`src/rtl/core/lbm_pkg.sv`:
```
// Shared types, constants and helpers for the D2Q9 BGK collision block.
// Used by the moment front end, the per-direction lanes, the merge stage and the top level.
// Depends on nothing.
`timescale 1ns / 1ps

package lbm_pkg;

  localparam int NDIR    = 9;
  localparam int DATA_W  = 32;
  localparam int OMEGA_W = 30;
  localparam int NSUM    = 3;

  // Pipeline depth: the moment front end, then the lanes.
  localparam int MOM_LAT    = 4;
  localparam int LANE_LAT   = 9;
  localparam int PIPE_DEPTH = MOM_LAT + LANE_LAT;

  localparam int IN_W  = NDIR * DATA_W;
  localparam int OUT_W = (NDIR + NSUM) * DATA_W;

  // Lattice velocity components and weight shifts per direction.
  // The weights 4/36, 1/36 and 16/36 are applied as left shifts by 2, 0 and 4.
  localparam int DIR_CX [NDIR] = '{-1, 1, 0, 0, 1, 1, -1, -1, 0};
  localparam int DIR_CY [NDIR] = '{0, 0, -1, 1, 1, -1, -1, 1, 0};
  localparam int W_SHIFT [NDIR] = '{2, 2, 2, 2, 0, 0, 0, 0, 4};

  // Equilibrium division: floor((w*t + 18) / 36) is done as a shift by two and
  // an exact divide by nine. The dividend is biased by 9 * 2^31 to be unsigned.
  localparam logic signed [41:0] FEQ_HALF  = 42'sd18;
  localparam logic signed [39:0] FEQ_BIAS  = 40'sd19327352832;
  localparam logic [18:0]        RECIP_HI  = 19'd466034;   // ceil(2^22 / 9)
  localparam logic [22:0]        RECIP_LO  = 23'd7456541;  // ceil(2^26 / 9)
  localparam int                 RECIP_HI_SH = 22;
  localparam int                 RECIP_LO_SH = 26;

  typedef logic signed [DATA_W-1:0] word_t;

  localparam word_t WORD_MAX = 32'sh7FFF_FFFF;
  localparam word_t WORD_MIN = 32'sh8000_0000;

  // Exact moments, with the momenta already multiplied by three.
  typedef struct packed {
    logic signed [35:0] rho;
    logic signed [36:0] m3x;
    logic signed [36:0] m3y;
  } mom_t;

  // Saturated moments as they leave the block.
  typedef struct packed {
    word_t momentum_y;
    word_t momentum_x;
    word_t density;
  } summary_t;

  // Pipeline control handed to the merge stage.
  typedef struct packed {
    logic ce;
    logic push;
  } pipe_ctl_t;

  function automatic word_t sat32(input logic signed [63:0] v);
    word_t r;
    if (v > 64'sh0000_0000_7FFF_FFFF) begin
      r = WORD_MAX;
    end else if (v < 64'shFFFF_FFFF_8000_0000) begin
      r = WORD_MIN;
    end else begin
      r = v[DATA_W-1:0];
    end
    return r;
  endfunction

endpackage

```
`src/rtl/core/lbm_merge.sv`:
```
// Merge stage: aligns the moments with the lane results and holds the
// finished request in a two-entry output skid buffer. Depends on lbm_pkg.
`timescale 1ns / 1ps

module lbm_merge
  import lbm_pkg::*;
(
  input  logic             clk,
  input  logic             rst,
  input  pipe_ctl_t        ctl,
  input  summary_t         summary_in,
  input  word_t            dist_in [NDIR],
  output logic             ready,
  input  logic             m_axis_tready,
  output logic             m_axis_tvalid,
  output logic [OUT_W-1:0] m_axis_tdata
);

  summary_t         sum_dly [LANE_LAT];
  logic [OUT_W-1:0] item_next;
  logic [OUT_W-1:0] spare_data;
  logic             spare_valid;
  logic             pop;

  always_ff @(posedge clk) begin
    if (ctl.ce) begin
      sum_dly[0] <= summary_in;
      for (int k = 1; k < LANE_LAT; k++) begin
        sum_dly[k] <= sum_dly[k-1];
      end
    end
  end

  always_comb begin
    for (int i = 0; i < NDIR; i++) begin
      item_next[i*DATA_W +: DATA_W] = dist_in[i];
    end
    item_next[NDIR*DATA_W +: NSUM*DATA_W] = {sum_dly[LANE_LAT-1].momentum_y,
                                             sum_dly[LANE_LAT-1].momentum_x,
                                             sum_dly[LANE_LAT-1].density};
  end

  assign pop   = m_axis_tvalid & m_axis_tready;
  assign ready = ~spare_valid;

  always_ff @(posedge clk) begin
    if (rst) begin
      m_axis_tvalid <= 1'b0;
      spare_valid   <= 1'b0;
    end else if (pop) begin
      if (spare_valid) begin
        spare_valid <= 1'b0;
      end else begin
        m_axis_tvalid <= ctl.push;
      end
    end else if (ctl.push) begin
      if (!m_axis_tvalid) begin
        m_axis_tvalid <= 1'b1;
      end else begin
        spare_valid <= 1'b1;
      end
    end
  end

  always_ff @(posedge clk) begin
    if (pop) begin
      if (spare_valid) begin
        m_axis_tdata <= spare_data;
      end else if (ctl.push) begin
        m_axis_tdata <= item_next;
      end
    end else if (ctl.push) begin
      if (!m_axis_tvalid) begin
        m_axis_tdata <= item_next;
      end else begin
        spare_data <= item_next;
      end
    end
  end

endmodule

```
`config.mk`:
```
export PLATFORM = sky130hd
export DESIGN_NAME = lbm_merge
export DESIGN_NICKNAME = d
export VERILOG_FILES = /design/src/rtl/core/lbm_pkg.sv /design/src/rtl/core/lbm_merge.sv
export SDC_FILE = /design/constraint.sdc
export NUM_CORES = 1
export LEC_CHECK = 0
export ABC_AREA = 1
export BUFFER_PORTS_ARGS = -buffer_cell sky130_fd_sc_hd__buf_2
export CAP_MARGIN = 20
export CORE_UTILIZATION = 45
export DETAILED_ROUTE_END_ITERATION = 10
export PLACE_DENSITY = 0.61
export SLEW_MARGIN = 25
export SYNTH_ARGS = -nofsm -noshare
export SYNTH_HDL_FRONTEND = slang
export SYNTH_SLANG_ARGS = --single-unit
```
`constraint.sdc`:
```
create_clock -name clk -period 52.5 [get_ports clk]
set_input_delay 2.625 -clock clk [delete_from_list [all_inputs] [get_ports clk]]
set_output_delay 2.625 -clock clk [all_outputs]
set_load 0.005 [all_outputs]
```
## Word level (Yosys, flattened, before mapping)

Memory sizes are Yosys's and may differ from the RTL's.
Index checks and enable logic that the tools add are counted.

- Register bits after elaboration: 770
- RAM bits: 864
- Bits of input ports: 389
- Memories kept: 1

Memories:

| name | words | width | rd ports | clocked after Yosys merged registers in | write ports | RTL line | text |
|---|---|---|---|---|---|---|---|
| sum_dly | 9 | 96 | 9 | 0 | 9 | lbm_merge.sv:19 | `summary_t sum_dly [LANE_LAT];` |

- Equal/unequal tests: 2
- Multiplexer cells: 10
- Bitwise gates (word level): 3
- Reduce and logical (&&, ||, !) cells: 7

Operators by type and width:

| kind | number |
|---|---|
| 384-bit 2-to-1 mux | 5 |
| 3-bit AND reduction | 2 |
| 1-bit 2-to-1 mux | 5 |
| 2-bit AND reduction | 2 |
| 2-bit nonzero test | 2 |
| 2-bit by 1-bit inequality test with 1-bit output (second input constant) | 1 |
| 2-bit inequality test (second input constant) | 1 |
| 1-bit NOT | 2 |
| 2-bit OR reduction | 1 |
| 1-bit bitwise AND | 1 |

## Depth between registers and ports, before layout

- Depth in word-level cells: 3
- Depth in mapped cells: 6
- Depth with buffers taken out: 5

## Worst setup path before layout

OpenSTA, ideal clock, no wires.

- Path kind: input port to flip-flop
- Start: input port m_axis_tready
- End: register spare_data[0], enable pin
- Arrival: 18.788 ns
- Slack: 32.569 ns
- Stages on the path: 3
- Path buffers: 0
- Cells stage by stage: nor2_1 -> inv_1 -> nor2_1

- Cells in the longest elaborated chain, start to end: 3

Ends and longest elaborated chain:

| what | RTL line | text |
|---|---|---|
| start: declaration | lbm_merge.sv:14 | `input logic m_axis_tready,` |
| 1-bit bitwise AND | lbm_merge.sv:43 | `assign pop = m_axis_tvalid & m_axis_tready;` |
| 1-bit NOT (no line) | - |  |
| 3-bit AND reduction (no line) | - |  |
| end signal: assignment | lbm_merge.sv:76 | `spare_data <= item_next;` |
| end: declaration | lbm_merge.sv:21 | `logic [OUT_W-1:0] spare_data;` |

Every way passes these cells.
A chain may end at the register's enable or synchronous reset.

==> out/metrics.sh <==
STATUS='completed'
PEAKVDDDROP_mV=0.03352
YOSYS.AREA_SHARE.XOR_XNOR_PCT=0
CTS_TREE='built'
CP-STARTPOINT='ctl[1]'
MAXCAPVIOLCOUNT=0
DRT_DRC_VIOLATIONS_LEFT=0
PATH_CLK_SLEW_NS=0.06
PATH_COMMON_CELL='buf_4'
CLK_LATENCY_NS=0.78
NUMBER_OF_GLOBAL_ROUTE_VIAS_BEFORE_REPAIR=23840
CTS_HOLD_BUFFERS=0
FLOORPLAN.CORE_AREA_UM2=120100
DIEWIDTH_UM=350.1
FIRST_PASS_GRT_WIRE_LENGTH_MM=149.4
SYN_AREA_PER_CELL_UM2=18.89
DRT-INITIAL-DRC-COUNT=2132
HTREEDEPTH=4
GRT_MAX_DEGREE=197
YS.WARNINGS.COUNT=0
WORSTPATHCELLLIST='buf_8 > buf_4 > buf_4 > buf_4 > buf_4 > buf_12'
GRT.TOTAL_USAGE_PCT=16.87
DP.FINAL_HPWL_MM=69.29
POST_SYNTH_FA_HA_MAJ_AREA_FRACTION_PCT=0
NUMCTSBUFFERS=163
LARGEST_FAMILY_OF_LOGIC_CELLS_BY_SYNTHESIZED_AREA='buffers and inverters'
UNREPAIRED_SETUP_ENDPOINTS_AFTER_GLOBAL_ROUTING='false'
STD_CELL_ROWS=127
CTS.REPAIR.RESIZED=0
LAYOUT_MIN_CYCLE_TIME_NS=7.493
SYNTH-COMPOUND-AREA-SHARE_PCT=3.547
DRT_WL_TOTAL_MM=105.4
SYNTH_SIMPLE_GATE_AREA_SHARE_PCT=2.707
FRACTION_OF_LAYOUT_INSTANCES_USING_A_DRIVE_STRENGTH_ABOVE_1_PCT=26.37
GRT_OVERFLOW=0
GRT.MET1_USAGE_PCT=20.07
POST-ROUTE-WORST-SETUP-SLACK_NS=45.01
REGISTER_AREA_UM2=49050
IO_PINS=775
TIMING.CRITICAL_PATH.BUF_INV=6
TIMING.SETUP.TNS_NS=0
DRT_ANTENNA_NET_COUNT=0
POWER_DENSITY_nW_PER_UM2=42.11
BUSIEST_LAYER='met2'
POST_SYNTH_INST_COUNT=2887
PLACED_CELLS_INCL_TAPS=5209
CLOCKBUFFERDEPTH=3
HOLDCRITSTARTPOINT='sum_dly[0][690]$_DFFE_PP_'
INITIAL_UTILIZATION_PCT=45.40
YOSYS-MUX-AREA-FRACTION_PCT=0
DIE_AREA_UM2=122600
REPORT.FINAL.SLEW_VIOL_COUNT=0
LAYOUT-AREA-OVERHEAD-VS-SYNTH_PCT=19.81
PORT_BUFFERS=774
SYNTH_TOP_AREA_SHARE_PCT=89.85
CRITICAL_PATH_REQUIRED_NS=52.88
NUMBER_OF_ANTENNA_VIOLATIONS_AT_THE_FIRST_CHECK_IN_GLOBAL_ROUTING=58
SYNTH_CELL_TYPE_COUNT=14
ROUTABILITY_CONGESTION_ESTIMATE=0.8200
R2R-START='m_axis_tvalid$_SDFFE_PP0P_'
FINAL_CELLS=5531
MAXCLOCKFREQUENCY_GHz=0.1335
KIND_OF_CELL_ADDING_THE_MOST_DELAY_TO_THE_CRITICAL_PATH='buffers and inverters'
ROUTEDWLPERCELL_UM=19.06
CRITPATHLAUNCHTYPE='input pin'
CLOCK_SKEW_NS=0.03392
GRT_USE_MET2_PCT=25.58
DP_WORST_SETUP_SLACK_NS=44.10
P_LEAK_nW=25.49
POST_SYNTHESIS_REGISTER_BIT_COUNT=1634
FINAL_CORE_UTIL_PCT=54.40
FP.DIEH_UM=350.1
GLOBAL_ROUTE.USAGE.MET3_PCT=6.659
CLK_ROOT_BUFFER_CELL='clkbuf_16'
CRIT_TYPE='input pin to register'
TOTAL_POWER_mW=2.752
VIA_PER_INST=4.548
MULTIINPUTGATEAREA_UM2=3431
FILL_CELLS=9497
HOLDCRITPATHCLASS='register to register'
SLOWEST_STAGE='buf_4'
POSTCTSSETUPBUFFERS=0
ROUTE.VIAS.TOTAL=25150
CRITPATHCAPTURETYPE='register'
SYN_NETS=3276
CRIT_PATH_MAX_FANOUT=196
POST-SYNTH-TOP-AREA-CELL='edfxtp_1'
SYNTH.YOSYS.SEQ_AREA_SHARE_PCT=89.92
FINAL_NET_COUNT=4151
DRTPASS1ITERATIONS=6
POST-ROUTE-PERIOD-UTIL_PCT=14.27
CLOCK_SINKS=1634
WORSTMARGINPINSLEW_NS=1.243
FINAL-SETUP-VIOL-COUNT=0
WORSTPATHARRIVAL_NS=7.87
WORST_SLEW_MARGIN_REL_PCT=17.16
WORST_PATH_LARGEST_CELL_DELAY_NS=0.89
SYNTH_TOP_CELLS_BY_AREA='edfxtp_1, inv_1, nand2_1'
FINALHOLDVIOLATIONS=0
SYN_AREA_UM2=54540
path summary, 6_finish.rpt:
path	slack (ns)	cells past startpoint	to
worst max-delay path	45.01	6	sum_dly[0][491]$_DFFE_PP_
worst min-delay path	0.40	0	sum_dly[0][786]$_DFFE_PP_
worst max register to register	48.55	5	m_axis_tdata[146]$_DFFE_PP_
worst min register to register	0.40	0	sum_dly[0][786]$_DFFE_PP_
registers in the layout, indices dropped and copies added, names as in the netlist:
name           flops
m_axis_tvalid      1
spare_data       384
sum_dly          864
m_axis_tdata     384
spare_valid        1
cell usage in the layout (no fill, tap or decap), drive strengths merged:
cell,synthesis,final
a21o,1,1
a21oi,1,1
buf,65,795
bufinv,0,11
clkbuf,20,199
clkinv,0,73
clkinvlp,0,4
dfxtp,2,2
diode,0,25
edfxtp,1632,1632
inv,389,399
nand2,387,387
nand3,1,1
nor2,5,5
o21ai,384,384
per-layer routing:
layer  vias to the layer above  wire length [um]  part of all wire (%)
met1                     11790             40510                    38
met3                       259              9748                   9.2
li1                      12230                 -                     -
met5                         -               190                  0.18
met4                        30              4918                   4.7
met2                       854             50070                    47
cell type report:
type	instances	area share [%]
Multi-Input combinational cell	779	5.250
Clock inverter	98	1.400
Timing Repair Buffer	795	6.278
Tap cell	1612	3.086
Antenna cell	25	0.09573
Inverter	389	2.246
Sequential cell	1634	75.06
Clock buffer	199	6.588
per-stage QoR:
stage / area (um^2) / hold WS (ns)
6_report: 65350 / 0.4005
5_1_grt: 65330 / 0.4176
4_1_cts: 65270 / 0.4036
3_5_place_dp: 60050 / 0.4045
3_3_place_gp: 60050 / 0.4002
2_1_floorplan: 54540 / 0.4003
cells by family after synthesis:
group                  Yosys count
DFF                           1634
AOI/OAI and AO/OA              386
and+or+nand+nor                393
buffers and inverters          474
cells in the mapped netlist:
| library cell | n |
|---|---|
| nand3_1 | 1 |
| o21ai_0 | 180 |
| inv_1 | 389 |
| buf_2 | 28 |
| dfxtp_1 | 2 |
| nand2_1 | 387 |
| nor2_1 | 5 |
| a21oi_1 | 1 |
| a21o_1 | 1 |
| buf_6 | 35 |
| clkbuf_1 | 20 |
| o21ai_1 | 204 |
| buf_4 | 2 |
| edfxtp_1 | 1632 |
report_power, final:
group          switching [mW]  internal (mW)  total [mW]
sequential             0.0194           1.52        1.54
combinational          0.0629         0.0321      0.0951
clock                   0.476          0.642        1.12
Note: power is estimated with default switching activity, not from simulation.
